### src/hw/rtl/jsu_pkg.sv
// Shared types and codes of the JSON string unescaper.
`timescale 1ns / 1ps

package jsu_pkg;

	localparam int unsigned MAX_ITEMS = 6;
	localparam int unsigned QUEUE_DEPTH = 2;

	localparam logic [1:0] KIND_DATA = 2'd0;
	localparam logic [1:0] KIND_CLOSE = 2'd1;
	localparam logic [1:0] KIND_ERROR = 2'd2;

	localparam logic [2:0] ERR_NONE = 3'd0;
	localparam logic [2:0] ERR_NO_QUOTE = 3'd1;
	localparam logic [2:0] ERR_BAD_ESC = 3'd2;
	localparam logic [2:0] ERR_BAD_HEX = 3'd3;
	localparam logic [2:0] ERR_UNTERM = 3'd4;

	typedef struct packed {
		logic [7:0] data;
		logic [1:0] kind;
		logic [2:0] err;
	} item_t;

	typedef struct packed {
		logic [2:0] count;
		item_t [MAX_ITEMS-1:0] items;
	} bundle_t;

endpackage

### src/hw/rtl/jsu_front.sv
// Front part: accepts source bytes, tracks the escape state and builds the result words.
`timescale 1ns / 1ps

module jsu_front (
	input  logic              clk,
	input  logic              arst_n,
	input  logic              accept,
	input  logic [7:0]        in_byte,
	output jsu_pkg::bundle_t  bundle
);

	typedef enum logic [2:0] {
		M_IDLE,
		M_STR,
		M_ESC,
		M_HEX,
		M_PBS,
		M_PU,
		M_LHEX
	} mode_t;

	typedef struct packed {
		logic [2:0] len;
		logic [3:0][7:0] b;
	} enc_t;

	typedef struct packed {
		logic has;
		jsu_pkg::item_t it;
		mode_t m;
	} step_t;

	localparam logic [7:0] CH_QUOTE = 8'h22;
	localparam logic [7:0] CH_BSLASH = 8'h5C;
	localparam logic [7:0] CH_U = 8'h75;

	mode_t mode_q, mode_d;
	logic [15:0] code_q, code_d;
	logic [15:0] held_q, held_d;
	logic [15:0] low_q, low_d;
	logic [1:0] dc_q, dc_d;

	function automatic jsu_pkg::item_t mk(input logic [7:0] d, input logic [1:0] k,
			input logic [2:0] e);
		jsu_pkg::item_t it;
		it.data = d;
		it.kind = k;
		it.err = e;
		return it;
	endfunction

	function automatic logic [4:0] hexval(input logic [7:0] b);
		logic [4:0] v;
		if (b >= 8'h30 && b <= 8'h39) v = 5'(b - 8'h30);
		else if (b >= 8'h61 && b <= 8'h66) v = 5'(b - 8'h57);
		else if (b >= 8'h41 && b <= 8'h46) v = 5'(b - 8'h37);
		else v = 5'd16;
		return v;
	endfunction

	function automatic enc_t encode(input logic [20:0] cp);
		enc_t e;
		e = '0;
		if (cp < 21'h80) begin
			e.len = 3'd1;
			e.b[0] = cp[7:0];
		end else if (cp < 21'h800) begin
			e.len = 3'd2;
			e.b[0] = {3'b110, cp[10:6]};
			e.b[1] = {2'b10, cp[5:0]};
		end else if (cp < 21'h10000) begin
			e.len = 3'd3;
			e.b[0] = {4'b1110, cp[15:12]};
			e.b[1] = {2'b10, cp[11:6]};
			e.b[2] = {2'b10, cp[5:0]};
		end else begin
			e.len = 3'd4;
			e.b[0] = {5'b11110, cp[20:18]};
			e.b[1] = {2'b10, cp[17:12]};
			e.b[2] = {2'b10, cp[11:6]};
			e.b[3] = {2'b10, cp[5:0]};
		end
		return e;
	endfunction

	function automatic step_t str_byte(input logic [7:0] b);
		step_t s;
		s.has = 1'b1;
		s.m = M_STR;
		s.it = mk(b, jsu_pkg::KIND_DATA, jsu_pkg::ERR_NONE);
		if (b == 8'h00) begin
			s.it = mk(8'h00, jsu_pkg::KIND_ERROR, jsu_pkg::ERR_UNTERM);
			s.m = M_IDLE;
		end else if (b == CH_QUOTE) begin
			s.it = mk(8'h00, jsu_pkg::KIND_CLOSE, jsu_pkg::ERR_NONE);
			s.m = M_IDLE;
		end else if (b == CH_BSLASH) begin
			s.has = 1'b0;
			s.m = M_ESC;
		end
		return s;
	endfunction

	function automatic step_t esc_byte(input logic [7:0] b);
		step_t s;
		s.has = 1'b1;
		s.m = M_STR;
		s.it = mk(b, jsu_pkg::KIND_DATA, jsu_pkg::ERR_NONE);
		unique case (b)
			8'h00: begin
				s.it = mk(8'h00, jsu_pkg::KIND_ERROR, jsu_pkg::ERR_UNTERM);
				s.m = M_IDLE;
			end
			8'h22, 8'h5C, 8'h2F: ;
			8'h62: s.it.data = 8'h08;
			8'h66: s.it.data = 8'h0C;
			8'h6E: s.it.data = 8'h0A;
			8'h72: s.it.data = 8'h0D;
			8'h74: s.it.data = 8'h09;
			8'h75: begin
				s.has = 1'b0;
				s.m = M_HEX;
			end
			default: begin
				s.it = mk(8'h00, jsu_pkg::KIND_ERROR, jsu_pkg::ERR_BAD_ESC);
				s.m = M_IDLE;
			end
		endcase
		return s;
	endfunction

	logic [4:0] h;
	logic [15:0] code_sh, low_sh;
	logic pre;
	logic use_cp;
	logic [20:0] cp;
	step_t st;
	enc_t main_enc, held_enc;
	jsu_pkg::item_t [3:0] main_items;
	logic [2:0] main_n;

	assign h = hexval(in_byte);
	assign code_sh = {code_q[11:0], h[3:0]};
	assign low_sh = {low_q[11:0], h[3:0]};
	assign held_enc = encode({5'd0, held_q});
	assign main_enc = encode(cp);

	always_comb begin
		mode_d = mode_q;
		code_d = code_q;
		held_d = held_q;
		low_d = low_q;
		dc_d = dc_q;
		pre = 1'b0;
		use_cp = 1'b0;
		cp = '0;
		st = '{has: 1'b0, it: '0, m: M_IDLE};
		unique case (mode_q)
			M_IDLE: begin
				if (in_byte == CH_QUOTE) begin
					mode_d = M_STR;
				end else begin
					st.has = 1'b1;
					st.it = mk(8'h00, jsu_pkg::KIND_ERROR, jsu_pkg::ERR_NO_QUOTE);
				end
			end
			M_STR: begin
				st = str_byte(in_byte);
				mode_d = st.m;
			end
			M_ESC: begin
				st = esc_byte(in_byte);
				mode_d = st.m;
				code_d = '0;
				dc_d = '0;
			end
			M_HEX: begin
				if (h[4]) begin
					st.has = 1'b1;
					st.it = mk(8'h00, jsu_pkg::KIND_ERROR,
						(in_byte == 8'h00) ? jsu_pkg::ERR_UNTERM : jsu_pkg::ERR_BAD_HEX);
					mode_d = M_IDLE;
				end else begin
					code_d = code_sh;
					dc_d = dc_q + 2'd1;
					if (dc_q == 2'd3) begin
						if (code_sh >= 16'hD800 && code_sh < 16'hDC00) begin
							held_d = code_sh;
							mode_d = M_PBS;
						end else begin
							use_cp = 1'b1;
							cp = {5'd0, code_sh};
							mode_d = M_STR;
						end
					end
				end
			end
			M_PBS: begin
				if (in_byte == CH_BSLASH) begin
					mode_d = M_PU;
				end else begin
					pre = 1'b1;
					st = str_byte(in_byte);
					mode_d = st.m;
				end
			end
			M_PU: begin
				if (in_byte == CH_U) begin
					low_d = '0;
					dc_d = '0;
					mode_d = M_LHEX;
				end else begin
					pre = 1'b1;
					st = esc_byte(in_byte);
					mode_d = st.m;
				end
			end
			M_LHEX: begin
				if (h[4]) begin
					pre = 1'b1;
					st.has = 1'b1;
					st.it = mk(8'h00, jsu_pkg::KIND_ERROR,
						(in_byte == 8'h00) ? jsu_pkg::ERR_UNTERM : jsu_pkg::ERR_BAD_HEX);
					mode_d = M_IDLE;
				end else begin
					low_d = low_sh;
					dc_d = dc_q + 2'd1;
					if (dc_q == 2'd3) begin
						if (low_sh >= 16'hDC00 && low_sh < 16'hE000) begin
							use_cp = 1'b1;
							cp = {1'b0, held_q[9:0], low_sh[9:0]} + 21'h10000;
							mode_d = M_STR;
						end else begin
							pre = 1'b1;
							if (low_sh >= 16'hD800 && low_sh < 16'hDC00) begin
								held_d = low_sh;
								mode_d = M_PBS;
							end else begin
								use_cp = 1'b1;
								cp = {5'd0, low_sh};
								mode_d = M_STR;
							end
						end
					end
				end
			end
			default: mode_d = M_IDLE;
		endcase
	end

	always_comb begin
		main_items = '0;
		main_n = '0;
		if (use_cp) begin
			main_n = main_enc.len;
			for (int i = 0; i < 4; i++) begin
				main_items[i] = mk(main_enc.b[i], jsu_pkg::KIND_DATA, jsu_pkg::ERR_NONE);
			end
		end else if (st.has) begin
			main_n = 3'd1;
			main_items[0] = st.it;
		end
	end

	always_comb begin
		bundle = '0;
		if (pre) begin
			for (int i = 0; i < 3; i++) begin
				bundle.items[i] = mk(held_enc.b[i], jsu_pkg::KIND_DATA, jsu_pkg::ERR_NONE);
			end
			for (int i = 0; i < 3; i++) begin
				bundle.items[i+3] = main_items[i];
			end
			bundle.count = 3'd3 + main_n;
		end else begin
			for (int i = 0; i < 4; i++) begin
				bundle.items[i] = main_items[i];
			end
			bundle.count = main_n;
		end
	end

	always_ff @(posedge clk or negedge arst_n) begin
		if (!arst_n) begin
			mode_q <= M_IDLE;
			code_q <= '0;
			held_q <= '0;
			low_q <= '0;
			dc_q <= '0;
		end else if (accept) begin
			mode_q <= mode_d;
			code_q <= code_d;
			held_q <= held_d;
			low_q <= low_d;
			dc_q <= dc_d;
		end
	end

endmodule

### src/hw/rtl/jsu_queue.sv
// Short queue of result bundles between the front and back parts.
`timescale 1ns / 1ps

module jsu_queue #(
	parameter int unsigned DEPTH = jsu_pkg::QUEUE_DEPTH
) (
	input  logic              clk,
	input  logic              arst_n,
	input  logic              push,
	input  jsu_pkg::bundle_t  push_data,
	output logic              full,
	input  logic              pop,
	output logic              head_valid,
	output jsu_pkg::bundle_t  head
);

	localparam int unsigned PW = (DEPTH > 1) ? $clog2(DEPTH) : 1;
	localparam int unsigned CW = $clog2(DEPTH + 1);

	jsu_pkg::bundle_t mem_q [DEPTH];
	logic [PW-1:0] wr_q, rd_q;
	logic [CW-1:0] cnt_q;

	assign full = (cnt_q == CW'(DEPTH));
	assign head_valid = (cnt_q != '0);
	assign head = mem_q[rd_q];

	always_ff @(posedge clk) begin
		if (push) begin
			mem_q[wr_q] <= push_data;
		end
	end

	always_ff @(posedge clk or negedge arst_n) begin
		if (!arst_n) begin
			wr_q <= '0;
			rd_q <= '0;
			cnt_q <= '0;
		end else begin
			if (push) begin
				wr_q <= (wr_q == PW'(DEPTH - 1)) ? '0 : wr_q + PW'(1);
			end
			if (pop) begin
				rd_q <= (rd_q == PW'(DEPTH - 1)) ? '0 : rd_q + PW'(1);
			end
			if (push && !pop) begin
				cnt_q <= cnt_q + CW'(1);
			end else if (pop && !push) begin
				cnt_q <= cnt_q - CW'(1);
			end
		end
	end

endmodule

### src/hw/rtl/jsu_back.sv
// Back part: walks each bundle and sends its result words through the output register.
`timescale 1ns / 1ps

module jsu_back (
	input  logic              clk,
	input  logic              arst_n,
	input  logic              head_valid,
	input  jsu_pkg::bundle_t  head,
	output logic              pop,
	output logic              out_valid,
	input  logic              out_ready,
	output logic [7:0]        out_byte,
	output logic [1:0]        item_kind,
	output logic [2:0]        error_code,
	output logic              last
);

	logic [2:0] idx_q;
	logic load;
	logic is_last;
	jsu_pkg::item_t cur;

	assign load = head_valid && (!out_valid || out_ready);
	assign cur = head.items[idx_q];
	assign is_last = (idx_q == head.count - 3'd1);
	assign pop = load && is_last;

	always_ff @(posedge clk) begin
		if (load) begin
			out_byte <= cur.data;
			item_kind <= cur.kind;
			error_code <= cur.err;
			last <= is_last;
		end
	end

	always_ff @(posedge clk or negedge arst_n) begin
		if (!arst_n) begin
			out_valid <= 1'b0;
			idx_q <= '0;
		end else begin
			if (load) begin
				out_valid <= 1'b1;
				idx_q <= is_last ? '0 : idx_q + 3'd1;
			end else if (out_ready) begin
				out_valid <= 1'b0;
			end
		end
	end

endmodule

### src/hw/rtl/json_string_unescape_utf8_top.sv
// Top level of the JSON string unescaper to UTF-8.
// The result words of an input byte pass through the bundle queue and then the output register.
// One input byte per cycle while the bundle queue has room; the output register sends one result word
// per cycle while out_ready is high, and the bundle queue holds the words of bytes that give several.
// A new byte is taken whenever the bundle queue has room.
// Reset: arst_n clears the escape state to waiting for an opening quote and empties
// the queue and the output register.
`timescale 1ns / 1ps

module json_string_unescape_utf8_top #(
	parameter int unsigned QUEUE_DEPTH = jsu_pkg::QUEUE_DEPTH
) (
	input  logic       clk,
	input  logic       arst_n,
	input  logic       in_valid,
	output logic       in_ready,
	input  logic [7:0] in_byte,
	output logic       out_valid,
	input  logic       out_ready,
	output logic [7:0] out_byte,
	output logic [1:0] item_kind,
	output logic [2:0] error_code,
	output logic       last
);

	logic accept;
	logic full;
	logic pop;
	logic head_valid;
	jsu_pkg::bundle_t bundle;
	jsu_pkg::bundle_t head;

	assign in_ready = !full;
	assign accept = in_valid && in_ready;

	jsu_front u_front (
		.clk     (clk),
		.arst_n  (arst_n),
		.accept  (accept),
		.in_byte (in_byte),
		.bundle  (bundle)
	);

	jsu_queue #(
		.DEPTH (QUEUE_DEPTH)
	) u_queue (
		.clk        (clk),
		.arst_n     (arst_n),
		.push       (accept && (bundle.count != 3'd0)),
		.push_data  (bundle),
		.full       (full),
		.pop        (pop),
		.head_valid (head_valid),
		.head       (head)
	);

	jsu_back u_back (
		.clk        (clk),
		.arst_n     (arst_n),
		.head_valid (head_valid),
		.head       (head),
		.pop        (pop),
		.out_valid  (out_valid),
		.out_ready  (out_ready),
		.out_byte   (out_byte),
		.item_kind  (item_kind),
		.error_code (error_code),
		.last       (last)
	);

endmodule

### config.mk
export PLATFORM = sky130hd
export DESIGN_NAME = json_string_unescape_utf8_top
export DESIGN_NICKNAME = d
export VERILOG_FILES = /design/src/hw/rtl/jsu_pkg.sv /design/src/hw/rtl/jsu_front.sv /design/src/hw/rtl/jsu_queue.sv /design/src/hw/rtl/jsu_back.sv /design/src/hw/rtl/json_string_unescape_utf8_top.sv
export SDC_FILE = /design/constraint.sdc
export NUM_CORES = 1
export LEC_CHECK = 0
export ABC_CLOCK_PERIOD_IN_PS = 8800
export BUFFER_PORTS_ARGS = -buffer_cell sky130_fd_sc_hd__buf_2
export CORE_ASPECT_RATIO = 0.8
export CORE_MARGIN = 1.5
export CORE_UTILIZATION = 30
export CTS_BUF_LIST = sky130_fd_sc_hd__clkbuf_4 sky130_fd_sc_hd__clkbuf_8
export CTS_CLUSTER_SIZE = 28
export DETAILED_ROUTE_END_ITERATION = 16
export SYNTH_ARGS = -nofsm -noshare
export SYNTH_HDL_FRONTEND = slang
export SYNTH_SLANG_ARGS = --single-unit
export TNS_END_PERCENT = 10
### constraint.sdc
create_clock -name clk -period 8.8 [get_ports clk]
set_clock_uncertainty 0.2 [all_clocks]
set_input_delay 0.44 -clock clk [delete_from_list [all_inputs] [get_ports clk]]
set_output_delay 0.44 -clock clk [all_outputs]
set_load 0.03 [all_outputs]
== Word level (Yosys, flattened, before mapping) ==
Memories as Yosys holds them, arrays and structs flattened.
Index checks and enable logic that the tools add are counted.
Cells by class
  $mul: 0
  bitwise operators: 0
  reduce and logical (&&, ||, !) cells: 37
  multiplexer cells: 104
  div/mod/pow operators: 0
  equal/unequal tests: 30
  shift operators: 0
  $lt $le $gt $ge: 18
  add/subtract/negate cells: 12
Operator list (count)
  $mux 16: 14
  $mux 21: 5
  $pmux 8 s6: 2
  $pmux 14 s6: 1
  $eq 8x7->1 const B: 7
  $mux 3: 18
  $mux 13: 4
  $mux 52: 1
  $ge 16x16->1 const B: 3
  $lt 16x16->1 const B: 3
  $pmux 12 s2: 2
  $mux 14: 3
  $pmux 21 s2: 1
  $bmux 13 s3: 1
  $mux 39: 1
  $mux 12: 3
  $mux 17: 2
  $mux 8: 4
  $pmux 16 s2: 1
  $mux 26: 1
  $mux 24: 1
  $mux 1: 23
  $mux 22: 1
  $add 20x17->21 const B: 1
  49 further kinds: 98
Word-level totals
  register bits after elaboration: 67
  memories: 1
  bits in latches: 0
  output and inout bits: 16
  bits in writable memories: 162
  bits in read-only memories: 0
  input port bits: 12
  logic and storage cells: 216
Memories
  u_queue.mem_q: depth 2, bits a word 81, rd ports 1, clocked after Yosys merged registers in 0, wr ports 1, line jsu_queue.sv:20  | jsu_pkg::bundle_t mem_q [DEPTH];

== Longest topological paths before layout ==
  word-level depth: 25
  mapped depth: 17
  gate-level depth less buffers: 16

== Cells and area by module ==
A second synthesis with hierarchy kept.
Second synthesis, totals
  cell total of the unflattened synthesis: 971
  area total of the unflattened synthesis: 12120.4 um^2
Modules (own cells, without submodules)
  jsu_queue: cells an instance 268, sequential area each 4964.8 um^2, times used 1, area an instance 6433.7 um^2
  jsu_front: cells an instance 597, sequential area each 1126.1 um^2, times used 1, area an instance 4369.2 um^2
  jsu_back: cells an instance 103, sequential area each 520.5 um^2, times used 1, area an instance 1291.2 um^2
  json_string_unescape_utf8_top: cells an instance 3, sequential area each 0.0 um^2, times used 1, area an instance 26.3 um^2

== Least setup slack after synthesis ==
Ideal clock, no wire load.
  path type: input-to-reg
  start: input port in_byte[6]
  end: memory u_queue.mem_q[0][0] (netlist bit) (enable)
  arrival: 5.355 ns
  slack: 2.774 ns
  setup time: 0.472 ns
  path buffers: 1
  cell stages on the path: 11
  required time: 8.128 ns
  cells stage by stage: buf_4 or4b_4 or4b_4 a221oi_4 nor2b_2 a31oi_4 nand2b_1 ha_1 nand3_1 o21ai_2 nor2_1
On the way
  longest elaborated chain between the ends: 23
  elaborated cells on any way between the ends: 69
  classes of those cells: add/sub: 2; order compare: 15; eq/ne: 3; mux: 40; reduce/logical: 9
Ends and longest elaborated chain
  start, declared: line json_string_unescape_utf8_top.sv:17  | input logic [7:0] in_byte,
  $ge 8x7->1 / $le 8x7->1 (equally long branches): line jsu_front.sv:56  | else if (b >= 8'h41 && b <= 8'h46) v = 5'(b - 8'h37);
  $logic_and 1x1->1: line jsu_front.sv:56
  $mux 5: line jsu_front.sv:56
  $mux 5: line jsu_front.sv:55  | else if (b >= 8'h61 && b <= 8'h66) v = 5'(b - 8'h57);
  $mux 5: line jsu_front.sv:54  | if (b >= 8'h30 && b <= 8'h39) v = 5'(b - 8'h30);
  $ge 16x16->1 / $lt 16x16->1 (equally long branches): line jsu_front.sv:235  | if (low_sh >= 16'hD800 && low_sh < 16'hDC00) begin
  $logic_and 1x1->1: line jsu_front.sv:235
  $mux 16: line jsu_front.sv:235
  [7 not listed]
  $mux 3: line jsu_front.sv:64  | if (cp < 21'h80) begin
  $mux 3: line jsu_front.sv:254  | if (use_cp) begin
  $add 2x3->3: line jsu_front.sv:274  | bundle.count = 3'd3 + main_n;
  $mux 3 (*): line jsu_front.sv:267  | if (pre) begin
  $reduce_bool 3->1 (*): line json_string_unescape_utf8_top.sv:49  | .push (accept && (bundle.count != 3'd0)),
  $logic_and 1x1->1 (*): line json_string_unescape_utf8_top.sv:49
  $mux 1 (*): line jsu_queue.sv:29  | if (push) begin
  $mux 1 (not written as such) (*): line jsu_queue.sv:30  | mem_q[wr_q] <= push_data;
  end, declared: line jsu_queue.sv:20
Every way passes the cells marked *; elsewhere a longest branch is shown, timed or not.

== Final worst setup path ==
  start: register u_front.mode_q[0]
  end: memory u_queue.mem_q[1][20] (netlist bit) (enable)
On the way
  longest elaborated chain between the ends: 13
  elaborated cells on any way between the ends: 26
  classes of those cells: add/sub: 1; order compare: 3; eq/ne: 6; mux: 12; reduce/logical: 4
Ends and longest elaborated chain
  start, declared: line jsu_front.sv:37  | mode_t mode_q, mode_d;
  start signal, assigned: line jsu_front.sv:291  | mode_q <= mode_d;
  $eq 3x3->1 / $eq 3x2->1 (equally long branches): line jsu_front.sv:158  | unique case (mode_q)
  $pmux 21 s2: line jsu_front.sv:158
  $lt 21x17->1: line jsu_front.sv:71  | end else if (cp < 21'h10000) begin
  $mux 3: line jsu_front.sv:71
  $mux 3: line jsu_front.sv:67  | end else if (cp < 21'h800) begin
  $mux 3: line jsu_front.sv:64
  $mux 3: line jsu_front.sv:254
  $add 2x3->3: line jsu_front.sv:274
  $mux 3 (*): line jsu_front.sv:267
  $reduce_bool 3->1 (*): line json_string_unescape_utf8_top.sv:49
  $logic_and 1x1->1 (*): line json_string_unescape_utf8_top.sv:49
  $mux 1 (*): line jsu_queue.sv:29
  $mux 1 (not written as such) (*): line jsu_queue.sv:30
Marked as above.

==> impl_metrics.toml <==
[clocking]
clkLatencyLatePin_ps = 480
cts_buffer_depth = 2
h-tree-depth = 4
clkTransAtPathRegs_ps = 110
cts_buffers = 17
cts_resized = 0
cts_tree = "yes"
root_buffer = "clkbuf_8"
cts.sinks = 181

[yosys]
synth-async-reset-ratio_pct = 29.3
syn_area_sq_um = 9470
yosys_register_bits = 181
synthFlopType = "edfxtp_1"
synth_cell_type_count = 83
synth_area_per_cell_sq_um = 11.3
synth_edf_count = 128
ys_seq_area_share_pct = 54.6
synth_nets = 860
syn_inst = 838
yosys_warnings = 0

[final_layout]
finalNetCount = 869
final_cells = 1273
synthToLayoutAreaGrowth_pct = 10.1
diodes = 0
drive_gt1_share_pct = 15.5

[worst_setup_path]
critical_path_class = "reg2reg"
crit_fanout = 57
crit_path_top_delay_cell = "dfrtp_1"
crit_buf_inv = 1
regToRegStartpoint = "u_front.mode_q[0]"
r2r_slack_ps = 3990
critical_path.max_stage_delay_ps = 780
path_cells = "nor2b_1, and2_1, a32o_1, nor3_1, a31oi_4, nand2b_1, ha_1, nand3_1, o21ai_2, nor2_4, buf_4"
cp-end-kind = "flip-flop"
r2r_cells = 11
start_kind = "flip-flop"
cp.required_ps = 8700
cpLargestDelayFamily = "simple AND/OR/NAND/NOR gates"
reg2reg_to = "u_queue.mem_q[1][20]"
arrival_ps = 4700
critical_path_depth = 11

[sta]
relSlewSlack_pct = 25.4
setup_slack_ps = 3990
final-setup-viol-count = 0
drv_slew = 0
finalCritPeriodShare_pct = 54.6
fin_tns_setup_ps = 0
rsz0062_at_grt = "no"
fmaxAchievable_mhz = 208
hold_viol = 0
tightest_slew_ps = 1120
period_needed_ps = 4810

[grt]
grtUsageTotal_pct = 15.6
grt_pass1_vias = 6391
antenna_found_initial = 0
grt_max_degree = 58
grt.overflow.total = 0
grt_pass1_wl_mm = 38.8

[place]
placedCellCount = 1240
port_buffers = 27
dp_hpwl_mm = 17.7
dp_slack_ps = 3830
gp_congestion = 0.903

[worst_hold_path]
min_path_type = "in2reg"
hold-path-cell-count = 3
hold_start = "out_ready"
holdPathEnd = "u_back.out_valid"

[die]
coreArea_sq_um = 30700
die_x_microns = 202
rows = 57
initial_core_util_pct = 30.8
io_pins = 28
die_y_microns = 162
die_area_sq_um = 32700

[routing]
wl_mm = 25.1
first_iter_violations = 712
detail-route-antenna-nets = 0
viasPerCell = 5.40
route.vias.total = 6880
drtPass1Iterations = 7
drc = 0
wl_per_cell_microns = 19.7

[pwr]
ir_worst_vdd_uv = 98.1
power.leakage_uw = 0.00367
power_density_nw_per_um2 = 237
fin_total_pwr_uw = 2470

[flow_run]
drv_cap = 0

[status]
status = "finished, final reports clean"
-- stage by stage --
stage	hold WS [ps]	instance area [sq um]	util (%)
4_1_cts	43.7	10400	33.9
5_1_grt	43.1	10400	33.9
6_report	49.1	10400	33.9
3_5_place_dp	275	10000	32.6
3_3_place_gp	272	10000	32.6
2_1_floorplan	-55.6	9470	-
-- layout make-up --
| cell class | count | area (sq um) |
|---|---|---|
| Fill cell | 3055 | 20300 |
| Sequential cell | 181 | 5170 |
| Multi-Input combinational cell | 589 | 4040 |
| Tap cell | 413 | 517 |
| Clock buffer | 20 | 269 |
| Timing Repair Buffer | 38 | 220 |
| Clock inverter | 12 | 138 |
| Inverter | 20 | 75.1 |
-- power breakdown --
| part | switching, uW | internal (uW) |
|---|---|---|
| Sequential | 68.7 | 1130 |
| Combinational | 421 | 270 |
| Clock | 331 | 254 |
| Total | 821 | 1650 |
-- cells in the mapped netlist, types with 4 or more instances --
| cell | number | area (sq um) |
|---|---|---|
| and3_1 | 4 | 25.0 |
| o21ai_0 | 49 | 245 |
| mux4_2 | 21 | 473 |
| a31oi_1 | 6 | 37.5 |
| xnor2_1 | 7 | 61.3 |
| a21oi_1 | 37 | 185 |
| edfxtp_1 | 128 | 3840 |
| and2_1 | 8 | 50.1 |
| or2_2 | 7 | 43.8 |
| nor3_1 | 19 | 95.1 |
| or3_1 | 10 | 62.6 |
| a22oi_1 | 4 | 30.0 |
| nand3_1 | 16 | 80.1 |
| o31ai_1 | 16 | 120 |
| mux2_2 | 5 | 56.3 |
| a211oi_1 | 6 | 45.0 |
| o21ai_2 | 9 | 78.8 |
| clkbuf_1 | 32 | 120 |
| nand3b_1 | 4 | 30.0 |
| nand4_1 | 8 | 50.1 |
| buf_1 | 6 | 22.5 |
| buf_2 | 6 | 30.0 |
| nand2_1 | 98 | 368 |
| mux2i_1 | 28 | 280 |
| nor2b_1 | 5 | 31.3 |
| a22o_1 | 4 | 35.0 |
| o22ai_1 | 18 | 113 |
| ha_1 | 10 | 125 |
| dfrtp_1 | 53 | 1330 |
| nand2b_1 | 16 | 100 |
| a21boi_0 | 9 | 67.6 |
| nor4_1 | 6 | 37.5 |
| inv_1 | 19 | 71.3 |
| xor2_1 | 6 | 52.6 |
| a32o_1 | 12 | 120 |
| o22a_1 | 9 | 78.8 |
| nor2_1 | 73 | 274 |
-- worst min-delay path, cell delays in order --
cell,delay [ps]
buf_2,70
nand2b_1,130
nand2_1,60
-- worst max path at each step --
stage / from / end / slack (ps)
floorplan: in_byte[6] / u_queue.mem_q[0][0] / 2770
global placement: in_byte[3] / u_queue.mem_q[0][19] / 3880
detailed placement: in_byte[3] / u_queue.mem_q[0][19] / 3830
CTS: u_front.mode_q[0] / u_queue.mem_q[0][7] / 4060
global route: u_front.mode_q[0] / u_queue.mem_q[1][7] / 3710
finish: u_front.mode_q[0] / u_queue.mem_q[1][20] / 3990
-- cell usage in the layout (no fill, tap or decap), types with 4 or more instances in the layout --
cell type	synthesis	layout
edfxtp_1	128	128
nand2_1	98	98
nor2_1	73	71
dfrtp_1	53	52
o21ai_0	49	48
a21oi_1	37	37
mux2i_1	28	28
buf_2	6	27
mux4_2	21	21
nor3_1	19	19
inv_1	19	19
clkbuf_8	0	19
o22ai_1	18	18
nand2b_1	16	16
nand3_1	16	16
o31ai_1	16	16
a32o_1	12	12
or3_1	10	10
o21ai_2	9	10
ha_1	10	10
buf_4	1	10
o22a_1	9	9
a21boi_0	9	9
and2_1	8	8
nand4_1	8	8
xnor2_1	7	7
or2_2	7	7
xor2_1	6	6
a31oi_1	6	6
nor4_1	6	6
a211oi_1	6	6
nor2b_1	5	5
mux2_2	5	5
inv_6	0	5
and3_1	4	4
nand3b_1	4	4
a22o_1	4	4
a22oi_1	4	4
-- layer usage --
| layer | GRT usage, % | up-vias | routed length (microns) |
|---|---|---|---|
| met5 | 0 | - | 0 |
| met1 | 23.2 | 3397 | 12200 |
| met4 | 4.17 | 0 | 429 |
| li1 | - | 3190 | - |
| met3 | 4.37 | 31 | 2020 |
| met2 | 22.1 | 262 | 10400 |
-- registers in the layout (all words and copies together) (netlist names) --
name / cells
u_back.out_valid: 1
u_front.code_q: 12
u_queue.mem_q: 114
u_back.error_code: 3
u_back.idx_q: 3
u_queue.cnt_q: 2
u_back.item_kind: 2
u_front.held_q: 16
u_front.dc_q: 2
u_queue.wr_q: 1
u_back.last: 1
u_queue.rd_q: 1
u_front.mode_q: 3
u_front.low_q: 12
u_back.out_byte: 8
-- repair_timing --
action,CTS,global route
buffers inserted,0,0
hold endpoints to repair,53,0
hold buffers,1,0
-- logic make-up after synthesis --
group                    synth area share, %
AO/OA/AOI/OAI                           16.0
buffers and inverters                   2.99
flip-flops                              54.6
AND/OR/NAND/NOR                         15.3
XOR/XNOR                                1.20
multiplexers                            8.55
adder cells (fa/ha/maj)                 1.43
No activity file was read; power rests on OpenSTA's default activity.
